File: src/design/elsm_pkg.sv
package elsm_pkg;

    localparam int SECTOR_W   = 48;
    localparam int OFFSET_W   = 56;
    localparam int BYTES_W    = 32;
    localparam int SBO_W      = 9;
    localparam int SLOT_W     = 4;
    localparam int RESULT_CAP = 16;
    localparam int CAP_W      = 5;

    typedef enum logic [1:0] {
        ACT_CLEAR = 2'd0,
        ACT_LOAD  = 2'd1,
        ACT_MAP   = 2'd2,
        ACT_NONE  = 2'd3
    } t_action;

    typedef enum logic [1:0] {
        ST_OK       = 2'd0,
        ST_ZERO_LEN = 2'd1,
        ST_BEYOND   = 2'd2,
        ST_NOTHING  = 2'd3
    } t_status;

    typedef enum logic [3:0] {
        S_IDLE,
        S_CLEAR,
        S_LCHK,
        S_LSUB,
        S_LADD,
        S_ACK,
        S_MINIT,
        S_MREM,
        S_RD,
        S_EV,
        S_FLUSH,
        S_PIECE,
        S_DONE
    } t_state;

    typedef struct packed {
        logic [SECTOR_W-1:0] first;
        logic [SECTOR_W-1:0] len;
    } t_extent;

    typedef struct packed {
        logic capture;
        logic chk;
        logic sum_sub;
        logic sum_add;
        logic clear;
        logic ack;
        logic m_init;
        logic m_rem;
        logic ev;
        logic flush;
        logic piece;
        logic done;
    } t_dp_cmd;

    typedef struct packed {
        logic load_upd;
        logic walk_end;
        logic len_zero;
        logic hit;
        logic have_pend;
    } t_dp_sts;

endpackage

File: src/design/elsm_if.sv
interface elsm_in_if;
    logic        valid;
    logic        ready;
    logic [1:0]  action;
    logic [3:0]  extent_slot;
    logic [47:0] start_sector;
    logic [47:0] sector_count;
    logic [55:0] file_offset;
    logic [31:0] byte_count;

    modport source(output valid, action, extent_slot, start_sector, sector_count,
                   file_offset, byte_count, input ready);
    modport sink(input valid, action, extent_slot, start_sector, sector_count,
                 file_offset, byte_count, output ready);
endinterface

interface elsm_out_if;
    logic        valid;
    logic        ready;
    logic [1:0]  status;
    logic [47:0] disk_sector;
    logic [8:0]  sector_byte_offset;
    logic [31:0] piece_bytes;
    logic        last;

    modport source(output valid, status, disk_sector, sector_byte_offset, piece_bytes,
                   last, input ready);
    modport sink(input valid, status, disk_sector, sector_byte_offset, piece_bytes,
                 last, output ready);
endinterface

File: src/design/elsm_dp.sv
module elsm_dp #(
    parameter int MAX_EXTENTS  = 16,
    parameter int SECTOR_SHIFT = 9
) (
    input  logic                                i_clk,
    input  logic                                i_rst_n,
    input  elsm_pkg::t_dp_cmd                   i_cmd,
    output elsm_pkg::t_dp_sts                   o_sts,
    input  logic [elsm_pkg::SECTOR_W-1:0]       i_disk_sectors,
    input  elsm_pkg::t_action                   i_action,
    input  logic [elsm_pkg::SLOT_W-1:0]         i_extent_slot,
    input  logic [elsm_pkg::SECTOR_W-1:0]       i_start_sector,
    input  logic [elsm_pkg::SECTOR_W-1:0]       i_sector_count,
    input  logic [elsm_pkg::OFFSET_W-1:0]       i_file_offset,
    input  logic [elsm_pkg::BYTES_W-1:0]        i_byte_count,
    output elsm_pkg::t_status                   o_status,
    output logic [elsm_pkg::SECTOR_W-1:0]       o_disk_sector,
    output logic [elsm_pkg::SBO_W-1:0]          o_sector_byte_offset,
    output logic [elsm_pkg::BYTES_W-1:0]        o_piece_bytes,
    output logic                                o_last
);
    import elsm_pkg::*;

    localparam int IDX_W   = (MAX_EXTENTS > 1) ? $clog2(MAX_EXTENTS) : 1;
    localparam int CNT_W   = $clog2(MAX_EXTENTS + 1);
    localparam int RAW_W   = SECTOR_W + SECTOR_SHIFT + $clog2(MAX_EXTENTS + 1);
    localparam int SUM_W   = (RAW_W > 64) ? RAW_W : 65;
    localparam int NEED_W  = BYTES_W + 1 - SECTOR_SHIFT;
    localparam int PB_W    = BYTES_W + 1;

    t_extent                 r_mem [MAX_EXTENTS];
    logic [MAX_EXTENTS-1:0]  r_valid;
    t_extent                 r_rd;
    logic                    r_rd_valid;
    logic [SUM_W-1:0]        r_sum;

    t_action                 r_action;
    logic [SLOT_W-1:0]       r_slot;
    logic [SECTOR_W-1:0]     r_first;
    logic [SECTOR_W-1:0]     r_count;
    logic [OFFSET_W-1:0]     r_foff;
    logic [BYTES_W-1:0]      r_want;
    t_status                 r_code;

    logic                    r_past;
    logic [63:0]             r_diff;
    logic [BYTES_W-1:0]      r_remain;
    logic [SECTOR_W-1:0]     r_sector;
    logic [SECTOR_SHIFT-1:0] r_off;
    logic [CNT_W-1:0]        r_idx;
    logic [CAP_W-1:0]        r_n;
    logic [SECTOR_W-1:0]     r_avail;
    logic [SECTOR_W-1:0]     r_dsec;
    logic [NEED_W-1:0]       r_need;

    logic                    r_have_pend;
    logic [SECTOR_W-1:0]     r_pend_dsec;
    logic [SBO_W-1:0]        r_pend_sbo;
    logic [BYTES_W-1:0]      r_pend_bytes;

    t_status                 r_out_status;
    logic [SECTOR_W-1:0]     r_out_dsec;
    logic [SBO_W-1:0]        r_out_sbo;
    logic [BYTES_W-1:0]      r_out_bytes;
    logic                    r_out_last;

    logic [IDX_W-1:0]        n_raddr;
    logic                    n_slot_in;
    logic [SECTOR_W:0]       n_end;
    t_status                 n_code;
    logic [SUM_W-1:0]        n_old;
    logic [63:0]             n_tot;
    logic [64:0]             n_diff;
    logic [SECTOR_W-1:0]     n_len;
    logic [SECTOR_W:0]       n_avail;
    logic                    n_hit;
    logic [PB_W-1:0]         n_need_full;
    logic [PB_W-1:0]         n_short;
    logic [BYTES_W-1:0]      n_piece;

    always_comb begin
        n_slot_in   = (int'(r_slot) < MAX_EXTENTS);
        n_raddr     = (r_action == ACT_MAP) ? r_idx[IDX_W-1:0] : IDX_W'(r_slot);
        n_end       = {1'b0, r_first} + {1'b0, r_count};
        if (r_count == '0) begin
            n_code = ST_ZERO_LEN;
        end else if (n_end > {1'b0, i_disk_sectors}) begin
            n_code = ST_BEYOND;
        end else begin
            n_code = ST_OK;
        end
        n_old       = r_rd_valid ? (SUM_W'(r_rd.len) << SECTOR_SHIFT) : '0;
        n_tot       = (|r_sum[SUM_W-1:64]) ? '1 : r_sum[63:0];
        n_diff      = {1'b0, n_tot} - 65'(r_foff);
        n_len       = r_rd_valid ? r_rd.len : '0;
        n_avail     = {1'b0, n_len} - {1'b0, r_sector};
        n_hit       = !n_avail[SECTOR_W] && (n_avail != '0);
        n_need_full = ({1'b0, r_remain} + PB_W'(r_off) + PB_W'((1 << SECTOR_SHIFT) - 1))
                      >> SECTOR_SHIFT;
        n_short     = (PB_W'(r_avail[NEED_W-1:0]) << SECTOR_SHIFT) - PB_W'(r_off);
        n_piece     = (SECTOR_W'(r_need) > r_avail) ? n_short[BYTES_W-1:0] : r_remain;
    end

    assign o_sts.load_upd  = (r_code == ST_OK) && n_slot_in;
    assign o_sts.walk_end  = (r_idx == CNT_W'(MAX_EXTENTS)) || (r_remain == '0)
                             || (r_n == CAP_W'(RESULT_CAP));
    assign o_sts.len_zero  = (n_len == '0);
    assign o_sts.hit       = n_hit;
    assign o_sts.have_pend = r_have_pend;

    // table storage
    always_ff @(posedge i_clk) begin
        if (i_cmd.sum_add) begin
            r_mem[IDX_W'(r_slot)] <= '{first: r_first, len: r_count};
        end
        r_rd       <= r_mem[n_raddr];
        r_rd_valid <= r_valid[n_raddr];
    end

    always_ff @(posedge i_clk) begin
        if (!i_rst_n) begin
            r_valid     <= '0;
            r_sum       <= '0;
            r_have_pend <= 1'b0;
        end else begin
            if (i_cmd.clear) begin
                r_valid <= '0;
                r_sum   <= '0;
            end
            if (i_cmd.sum_sub) begin
                r_sum <= r_sum - n_old;
            end
            if (i_cmd.sum_add) begin
                r_sum                  <= r_sum + (SUM_W'(r_count) << SECTOR_SHIFT);
                r_valid[IDX_W'(r_slot)] <= 1'b1;
            end
            if (i_cmd.m_rem) begin
                r_have_pend <= 1'b0;
            end
            if (i_cmd.piece) begin
                r_have_pend <= 1'b1;
            end
        end
    end

    always_ff @(posedge i_clk) begin
        if (i_cmd.capture) begin
            r_action <= i_action;
            r_slot   <= i_extent_slot;
            r_first  <= i_start_sector;
            r_count  <= i_sector_count;
            r_foff   <= i_file_offset;
            r_want   <= i_byte_count;
            r_sector <= SECTOR_W'(i_file_offset >> SECTOR_SHIFT);
            r_off    <= i_file_offset[SECTOR_SHIFT-1:0];
            r_code   <= (i_action == ACT_CLEAR) ? ST_OK : ST_NOTHING;
        end
        if (i_cmd.chk) begin
            r_code <= n_code;
        end
        if (i_cmd.m_init) begin
            r_past <= n_diff[64] || (n_diff == '0);
            r_diff <= n_diff[63:0];
        end
        if (i_cmd.m_rem) begin
            if (r_past) begin
                r_remain <= '0;
            end else if ({32'b0, r_want} > r_diff) begin
                r_remain <= r_diff[BYTES_W-1:0];
            end else begin
                r_remain <= r_want;
            end
            r_idx <= '0;
            r_n   <= '0;
        end
        if (i_cmd.ev) begin
            r_avail <= n_avail[SECTOR_W-1:0];
            r_dsec  <= r_rd.first + r_sector;
            r_need  <= NEED_W'(n_need_full);
            r_idx   <= r_idx + CNT_W'(1);
            if (!n_hit) begin
                r_sector <= r_sector - n_len;
            end
        end
        if (i_cmd.piece) begin
            r_pend_dsec  <= r_dsec;
            r_pend_sbo   <= SBO_W'(r_off);
            r_pend_bytes <= n_piece;
            r_remain     <= r_remain - n_piece;
            r_n          <= r_n + CAP_W'(1);
            r_sector     <= '0;
            r_off        <= '0;
        end

        // result register
        if (i_cmd.ack) begin
            r_out_status <= r_code;
            r_out_dsec   <= '0;
            r_out_sbo    <= '0;
            r_out_bytes  <= '0;
            r_out_last   <= 1'b1;
        end
        if (i_cmd.flush) begin
            r_out_status <= ST_OK;
            r_out_dsec   <= r_pend_dsec;
            r_out_sbo    <= r_pend_sbo;
            r_out_bytes  <= r_pend_bytes;
            r_out_last   <= 1'b0;
        end
        if (i_cmd.done) begin
            r_out_status <= r_have_pend ? ST_OK : ST_NOTHING;
            r_out_dsec   <= r_have_pend ? r_pend_dsec : '0;
            r_out_sbo    <= r_have_pend ? r_pend_sbo : '0;
            r_out_bytes  <= r_have_pend ? r_pend_bytes : '0;
            r_out_last   <= 1'b1;
        end
    end

    assign o_status             = r_out_status;
    assign o_disk_sector        = r_out_dsec;
    assign o_sector_byte_offset = r_out_sbo;
    assign o_piece_bytes        = r_out_bytes;
    assign o_last               = r_out_last;

endmodule

File: src/design/elsm_ctrl.sv
module elsm_ctrl (
    input  logic              i_clk,
    input  logic              i_rst_n,
    input  logic              i_in_valid,
    output logic              o_in_ready,
    input  elsm_pkg::t_action i_action,
    input  logic              i_out_ready,
    output logic              o_out_valid,
    input  elsm_pkg::t_dp_sts i_sts,
    output elsm_pkg::t_dp_cmd o_cmd
);
    import elsm_pkg::*;

    t_state  r_state;
    t_state  n_state;
    logic    r_out_valid;
    logic    n_out_valid;
    logic    n_out_free;
    logic    n_out_load;

    always_ff @(posedge i_clk) begin
        if (!i_rst_n) begin
            r_state     <= S_IDLE;
            r_out_valid <= 1'b0;
        end else begin
            r_state     <= n_state;
            r_out_valid <= n_out_valid;
        end
    end

    always_comb begin
        n_state    = r_state;
        o_cmd      = '0;
        o_in_ready = 1'b0;
        n_out_free = !r_out_valid || i_out_ready;
        unique case (r_state)
            S_IDLE: begin
                o_in_ready = 1'b1;
                if (i_in_valid) begin
                    o_cmd.capture = 1'b1;
                    unique case (i_action)
                        ACT_CLEAR: n_state = S_CLEAR;
                        ACT_LOAD:  n_state = S_LCHK;
                        ACT_MAP:   n_state = S_MINIT;
                        default:   n_state = S_ACK;
                    endcase
                end
            end
            S_CLEAR: begin
                if (n_out_free) begin
                    o_cmd.clear = 1'b1;
                    o_cmd.ack   = 1'b1;
                    n_state     = S_IDLE;
                end
            end
            S_LCHK: begin
                o_cmd.chk = 1'b1;
                n_state   = S_LSUB;
            end
            S_LSUB: begin
                if (i_sts.load_upd) begin
                    o_cmd.sum_sub = 1'b1;
                    n_state       = S_LADD;
                end else begin
                    n_state = S_ACK;
                end
            end
            S_LADD: begin
                o_cmd.sum_add = 1'b1;
                n_state       = S_ACK;
            end
            S_ACK: begin
                if (n_out_free) begin
                    o_cmd.ack = 1'b1;
                    n_state   = S_IDLE;
                end
            end
            S_MINIT: begin
                o_cmd.m_init = 1'b1;
                n_state      = S_MREM;
            end
            S_MREM: begin
                o_cmd.m_rem = 1'b1;
                n_state     = S_RD;
            end
            S_RD: begin
                n_state = i_sts.walk_end ? S_DONE : S_EV;
            end
            S_EV: begin
                o_cmd.ev = 1'b1;
                if (i_sts.len_zero) begin
                    n_state = S_DONE;
                end else if (i_sts.hit) begin
                    n_state = i_sts.have_pend ? S_FLUSH : S_PIECE;
                end else begin
                    n_state = S_RD;
                end
            end
            S_FLUSH: begin
                if (n_out_free) begin
                    o_cmd.flush = 1'b1;
                    n_state     = S_PIECE;
                end
            end
            S_PIECE: begin
                o_cmd.piece = 1'b1;
                n_state     = S_RD;
            end
            S_DONE: begin
                if (n_out_free) begin
                    o_cmd.done = 1'b1;
                    n_state    = S_IDLE;
                end
            end
            default: n_state = S_IDLE;
        endcase
        n_out_load  = o_cmd.ack || o_cmd.flush || o_cmd.done;
        n_out_valid = n_out_load ? 1'b1 : (i_out_ready ? 1'b0 : r_out_valid);
    end

    assign o_out_valid = r_out_valid;

endmodule

File: src/design/extent_list_sector_mapper.sv
// Path from input transfer to result: clear via S_CLEAR, an unused action via S_ACK, a load
// via S_LCHK, S_LSUB, S_LADD (skipped when rejected) and S_ACK. A map sets up in S_MINIT and
// S_MREM, then walks the table one entry at a time (S_RD, S_EV); a hit emits a piece in
// S_PIECE, after flushing the pending one in S_FLUSH if any; a zero-length entry ends the
// list, and S_DONE finishes. The next item is taken in the cycle after the last result is
// registered. Reset empties the table, zeroes file size and disk_sectors, no result pending.
module extent_list_sector_mapper #(
    parameter int MAX_EXTENTS  = 16,
    parameter int SECTOR_SHIFT = 9
) (
    input  logic         i_clk,
    input  logic         i_rst_n,
    elsm_in_if.sink      i_in,
    elsm_out_if.source   o_out,
    input  logic         psel,
    input  logic         penable,
    input  logic         pwrite,
    input  logic [3:0]   paddr,
    input  logic [63:0]  pwdata,
    output logic [63:0]  prdata,
    output logic         pready
);
    import elsm_pkg::*;

    logic [SECTOR_W-1:0] r_disk_sectors;
    t_dp_cmd             cmd;
    t_dp_sts             sts;
    t_status             out_status;

    always_ff @(posedge i_clk) begin
        if (!i_rst_n) begin
            r_disk_sectors <= '0;
        end else if (psel && penable && pwrite && pready && !paddr[3]) begin
            r_disk_sectors <= pwdata[SECTOR_W-1:0];
        end
    end

    assign pready = 1'b1;
    assign prdata = paddr[3] ? 64'b0 : {16'b0, r_disk_sectors};

    elsm_ctrl u_ctrl (
        .i_clk       (i_clk),
        .i_rst_n     (i_rst_n),
        .i_in_valid  (i_in.valid),
        .o_in_ready  (i_in.ready),
        .i_action    (t_action'(i_in.action)),
        .i_out_ready (o_out.ready),
        .o_out_valid (o_out.valid),
        .i_sts       (sts),
        .o_cmd       (cmd)
    );

    elsm_dp #(
        .MAX_EXTENTS  (MAX_EXTENTS),
        .SECTOR_SHIFT (SECTOR_SHIFT)
    ) u_dp (
        .i_clk                (i_clk),
        .i_rst_n              (i_rst_n),
        .i_cmd                (cmd),
        .o_sts                (sts),
        .i_disk_sectors       (r_disk_sectors),
        .i_action             (t_action'(i_in.action)),
        .i_extent_slot        (i_in.extent_slot),
        .i_start_sector       (i_in.start_sector),
        .i_sector_count       (i_in.sector_count),
        .i_file_offset        (i_in.file_offset),
        .i_byte_count         (i_in.byte_count),
        .o_status             (out_status),
        .o_disk_sector        (o_out.disk_sector),
        .o_sector_byte_offset (o_out.sector_byte_offset),
        .o_piece_bytes        (o_out.piece_bytes),
        .o_last               (o_out.last)
    );

    assign o_out.status = out_status;

    // rejects and empty answers are always single results
    a_err_last: assert property (@(posedge i_clk) disable iff (!i_rst_n)
        (o_out.valid && (o_out.status != ST_OK)) |-> o_out.last)
        else $error("non-ok result without last");

    // a piece followed by more pieces always moves data
    a_mid_piece: assert property (@(posedge i_clk) disable iff (!i_rst_n)
        (o_out.valid && !o_out.last) |-> ((o_out.piece_bytes != '0)
                                          && (o_out.status == ST_OK)))
        else $error("empty piece inside a request");

    a_busy: assert property (@(posedge i_clk) disable iff (!i_rst_n)
        (i_in.valid && i_in.ready) |=> !i_in.ready)
        else $error("input taken while an item is in work");

endmodule

File: src/flat_wrapper.sv
// flat-port wrapper written by rule: the top's interface ports become plain ports
module extent_list_sector_mapper_flat import elsm_pkg::*;
#(
    parameter int MAX_EXTENTS  = 16,
    parameter int SECTOR_SHIFT = 9
)
  (i_clk, i_rst_n, psel, penable, pwrite, paddr, pwdata, prdata, pready, i_in_valid, i_in_action, i_in_extent_slot, i_in_start_sector, i_in_sector_count, i_in_file_offset, i_in_byte_count, i_in_ready, o_out_valid, o_out_status, o_out_disk_sector, o_out_sector_byte_offset, o_out_piece_bytes, o_out_last, o_out_ready);
  elsm_in_if i_in_i ();
  elsm_out_if o_out_i ();
  input  logic i_clk;
  input  logic i_rst_n;
  input  logic psel;
  input  logic penable;
  input  logic pwrite;
  input  logic [3:0] paddr;
  input  logic [63:0] pwdata;
  output logic [63:0] prdata;
  output logic pready;
  input wire logic [$bits(i_in_i.valid)-1:0] i_in_valid;
  input wire logic [$bits(i_in_i.action)-1:0] i_in_action;
  input wire logic [$bits(i_in_i.extent_slot)-1:0] i_in_extent_slot;
  input wire logic [$bits(i_in_i.start_sector)-1:0] i_in_start_sector;
  input wire logic [$bits(i_in_i.sector_count)-1:0] i_in_sector_count;
  input wire logic [$bits(i_in_i.file_offset)-1:0] i_in_file_offset;
  input wire logic [$bits(i_in_i.byte_count)-1:0] i_in_byte_count;
  output wire logic [$bits(i_in_i.ready)-1:0] i_in_ready;
  output wire logic [$bits(o_out_i.valid)-1:0] o_out_valid;
  output wire logic [$bits(o_out_i.status)-1:0] o_out_status;
  output wire logic [$bits(o_out_i.disk_sector)-1:0] o_out_disk_sector;
  output wire logic [$bits(o_out_i.sector_byte_offset)-1:0] o_out_sector_byte_offset;
  output wire logic [$bits(o_out_i.piece_bytes)-1:0] o_out_piece_bytes;
  output wire logic [$bits(o_out_i.last)-1:0] o_out_last;
  input wire logic [$bits(o_out_i.ready)-1:0] o_out_ready;
  assign i_in_i.valid = i_in_valid;
  assign i_in_i.action = i_in_action;
  assign i_in_i.extent_slot = i_in_extent_slot;
  assign i_in_i.start_sector = i_in_start_sector;
  assign i_in_i.sector_count = i_in_sector_count;
  assign i_in_i.file_offset = i_in_file_offset;
  assign i_in_i.byte_count = i_in_byte_count;
  assign i_in_ready = i_in_i.ready;
  assign o_out_valid = o_out_i.valid;
  assign o_out_status = o_out_i.status;
  assign o_out_disk_sector = o_out_i.disk_sector;
  assign o_out_sector_byte_offset = o_out_i.sector_byte_offset;
  assign o_out_piece_bytes = o_out_i.piece_bytes;
  assign o_out_last = o_out_i.last;
  assign o_out_i.ready = o_out_ready;
  extent_list_sector_mapper #(.MAX_EXTENTS(MAX_EXTENTS), .SECTOR_SHIFT(SECTOR_SHIFT)) u_core (.i_clk(i_clk), .i_rst_n(i_rst_n), .i_in(i_in_i), .o_out(o_out_i), .psel(psel), .penable(penable), .pwrite(pwrite), .paddr(paddr), .pwdata(pwdata), .prdata(prdata), .pready(pready));
endmodule
File: config.mk
export PLATFORM = sky130hd
export DESIGN_NAME = extent_list_sector_mapper_flat
export DESIGN_NICKNAME = d
export VERILOG_FILES = /design/src/design/elsm_pkg.sv /design/src/design/elsm_if.sv /design/src/design/elsm_dp.sv /design/src/design/elsm_ctrl.sv /design/src/design/extent_list_sector_mapper.sv /design/src/flat_wrapper.sv
export SDC_FILE = /design/constraint.sdc
export NUM_CORES = 2
export LEC_CHECK = 0
export BUFFER_PORTS_ARGS = -buffer_cell sky130_fd_sc_hd__buf_2
export CORE_MARGIN = 8
export CORE_UTILIZATION = 45
export DETAILED_ROUTE_END_ITERATION = 16
export GPL_ROUTABILITY_DRIVEN = 0
export SYNTH_ARGS = -nofsm -noshare
export SYNTH_HDL_FRONTEND = slang
export SYNTH_SLANG_ARGS = --single-unit
File: constraint.sdc
create_clock -name i_clk -period 21.6 [get_ports i_clk]
set_input_delay 4.32 -clock i_clk [delete_from_list [all_inputs] [get_ports i_clk]]
set_output_delay 4.32 -clock i_clk [all_outputs]
set_load 0.05 [all_outputs]
==> parameters.txt <==
Parameter                              Value

Run status
  Run status ... complete, but fails checks
  Failing checks ... max-capacitance violations

Global route
  Pin count of the biggest net entering global routing ... 112
  Total overflow reported by the global router ... 0
  Number of antenna violations at the first check in global routing ... 69
  Overall routing resource usage ... 0.2550
  Global-route wire length before repair ... 511000 um
  Via count of the first global-routing pass ... 74010

Setup path
  Count of cells along the worst register-to-register path ... 17
  Endpoint arrival time on the critical path ... 5510 ps
  Type of the worst setup path ... primary input to output port
  Worst-path cell chain ... buf_2 -> nor2_1 -> buf_2
  Launch instance of the worst register-to-register path ... u_core.u_dp.r_rd_valid$_DFF_P_
  Critical path launch point type ... primary input
  Cell with the largest stage delay on the worst path ... buf_2
  Worst reg2reg setup slack ... 14480 ps
  Highest cell delay on the worst timing path ... 790 ps
  CP Capture Type ... output port
  Critical Path RT ... 17280 ps
  Cell seen most often among critical-path stages ... buf_2
  Endpoint of the most critical register-to-register path ... u_core.u_dp.r_sector[43]$_SDFF_PP0_
  Maximum net fanout on the critical path ... 50

Final layout
  Synth-to-Final Area Change ... 12.78%
  Post-layout utilization of the core ... 0.5096
  Number of nets in the final layout ... 9762
  Total non-filler cell area in the finished layout ... 0.1293 mm^2
  Fraction of final layout cells with drive strength greater than 1 ... 0.1584

Clock tree
  Cells resized by post-CTS repair ... 0
  Number of H-tree branching levels ... 5
  Root Buffer Master ... clkbuf_16
  Max clock buf depth ... 4
  Clock transition at the registers of the reported paths ... 60 ps
  Source-to-sink clock delay at the later pin of the worst-skew pair ... 950 ps
  Number of clock buffers inserted by TritonCTS ... 280
  CTS tree ... done
  Post CTS Setup Buffer Count ... 0
  Number of hold-repair buffers added at the cts stage ... 0
  Clock Sink Count ... 2416

Detailed routing
  Number of optimization iterations in the first detailed-route pass ... 8
  Overall via count from detail_route ... 76110
  Number of routed nets with antenna violations ... 0
  Final Routed Wirelength ... 357100 um
  Count of routing violations after the opening detailed-route iteration ... 8593
  Detailed-route wire length per cell ... 28.38 um
  Average vias per placed instance ... 6.048
  Total DRC errors in the routed layout ... 0

Timing
  Max Fclk ... 0.1018 GHz
  Slew headroom ... 0.02368
  Crit path time final ... 9826 ps
  Final count of negative-setup-slack endpoints ... 0
  Setup repair after global routing missed its margin ... no
  Worst setup skew after layout ... 91.39 ps
  Final total negative setup slack ... 0 ps
  Final hold violations ... 0
  Tcrit/Tclk final ... 0.4549
  Final count of pins violating max slew ... 0
  Slew at the pin closest to its max-slew limit ... 1428 ps

Worst hold path
  Hold Crit Depth ... 0
  Path class of the lowest-slack min-delay path ... flip-flop to flip-flop
  Worst Min Path Start ... u_core.u_dp.r_dsec[44]$_DFFE_PP_
  Hold-critical path endpoint ... u_core.u_dp.r_pend_dsec[44]$_DFFE_PP_

Synth
  Mean area per synthesized cell ... 13.39 um^2
  Warnings from Yosys ... 0
  Share of the yosys chip area belonging to registers ... 0.6084
  Synthesized instance count ... 8560
  Area leader, netlist ... edfxtp_1
  Mapped cell area ... 0.1146 mm^2
  Top_reg_cell synth ... edfxtp_1
  Proportion of synthesized flip-flops having asynchronous set or reset ... 0
  Distinct cell type count after synthesis ... 91
  Flop and latch count out of synthesis ... 2416
  Biggest area contributors in the synthesized netlist ... edfxtp_1 (56%), mux4_2 (7.6%), ha_1 (5.5%)
  Number of flops mapped to enable cells by yosys ... 2135
  Area share of the leading cell type in the synthesized netlist ... 0.5593

Place
  HPWL Detailed ... 239000 um
  Post-Place Cell Area ... 0.1206 mm^2
  IO Port Bufs ... 387

Pwr
  Lkg Pwr ... 47.23 nW
  Peak supply drop ... 0.09625 mV
  Power density over cell area ... 109.0 mW/mm^2

Floorplanning
  Site Rows ... 185
  Vertical die dimension ... 520.7 um
  Std-Cell Core Area ... 0.2537 mm^2
  Initial standard-cell utilization of the core ... 0.4518
  Total I/O pin count ... 424
  DIE AREA ... 0.2711 mm^2
  Die X-Extent ... 520.7 um

Flow run
  Max-cap check violation count ... 1
## cells in the mapped netlist (all sizes together) (91+ instances only)
cell type / n
and2: 221
nand2: 707
a31oi: 145
a211oi: 158
nand3: 110
dfxtp: 281
mux4: 388
a21oi: 545
a21o: 237
edfxtp: 2135
xor2: 124
inv: 423
xnor2: 244
nor2: 450
ha: 508
nor3: 107
nor4: 91
buf: 107
o21ai: 251
nand4: 99
clkbuf: 290
## cell type report
| cell class | instances | area [um^2] |
|---|---|---|
| Antenna cell | 36 | 90.09 |
| Clock buffer | 350 | 7540 |
| Clock inverter | 130 | 1021 |
| Fill cell | 21580 | 124400 |
| Inverter | 423 | 1605 |
| Multi-Input combinational cell | 5339 | 41960 |
| Sequential cell | 2416 | 69740 |
| Tap cell | 3366 | 4212 |
| Timing Repair Buffer | 523 | 3108 |
## placed cells by master (no fill, tap or decap), types with 142 or more instances in the layout
cell          n
o21ai_0     246
clkbuf_16   288
dfxtp_1     279
mux4_2      388
buf_2       387
a21o_1      237
a31oi_1     145
xnor2_1     244
and2_1      220
nor2_1      435
a211oi_1    142
nand2_1     707
a21oi_1     542
ha_1        508
edfxtp_1   2135
inv_1       419
## state kept, by name, indices dropped and copies added (netlist names), 56 cells and up
signal and count:
u_core.u_dp.r_mem 1536, u_core.u_dp.r_rd 96, u_core.u_dp.r_diff 64, u_core.u_dp.r_foff 56, u_core.u_dp.r_sum 56
## worst max-delay path, delay by kind of cell
| kind | cells | cell delay (ps) |
|---|---|---|
| buffers and inverters | 2 | 1050 |
| AND/OR/NAND/NOR | 1 | 120 |
## metal layers
layer / GRT usage / vias to the layer above / wire length [um]
li1: - / 33590 / -
met1: 0.3392 / 38200 / 143600
met2: 0.4048 / 3581 / 162500
met3: 0.04985 / 705 / 31250
met4: 0.1209 / 24 / 19530
met5: 0 / - / 173
## how the worst max path moves through the flow
stage                    start                                 to  depth (start not counted)
finish                paddr[3]                         prdata[41]                          3
global placement      paddr[3]                         prdata[13]                          3
CTS                   paddr[3]                         prdata[16]                          3
detailed placement    paddr[3]                         prdata[16]                          3
global route          paddr[3]                         prdata[28]                          3
floorplan           i_in_valid  u_core.u_dp.r_action[0]$_DFFE_PP_                          4
## kinds of logic after synthesis
| kind of cell | Yosys count | synth area share |
|---|---|---|
| AO/OA/AOI/OAI | 1841 | 0.1056 |
| flip-flops | 2416 | 0.6084 |
| XOR/XNOR | 368 | 0.02812 |
| other | 2 | 0.00006552 |
| buffers and inverters | 820 | 0.02791 |
| adder cells (fa/ha/maj) | 515 | 0.05659 |
| multiplexers | 465 | 0.08322 |
| AND/OR/NAND/NOR | 2133 | 0.09008 |
## stage by stage
| step | power, mW | worst slack, ps | hold WS (ps) | std cells |
|---|---|---|---|---|
| floorplan | 8.346 | 10830 | 400.3 | 8575 |
| global placement | 9.571 | 11850 | 402.7 | 12070 |
| detailed placement | 9.618 | 11730 | 404.5 | 12070 |
| CTS | 14.09 | 11730 | 381.1 | 12550 |
| global route | 14.64 | 11660 | 394.8 | 12550 |
| finish | 14.09 | 11770 | 384.1 | 12580 |
## power breakdown
part | switching (mW) | total (mW) | internal, mW
Clock | 1.85 | 4.48 | 2.62
Combinational | 2.45 | 3.86 | 1.41
Sequential | 0.312 | 5.76 | 5.45
Power figures use the tool's default switching activity.
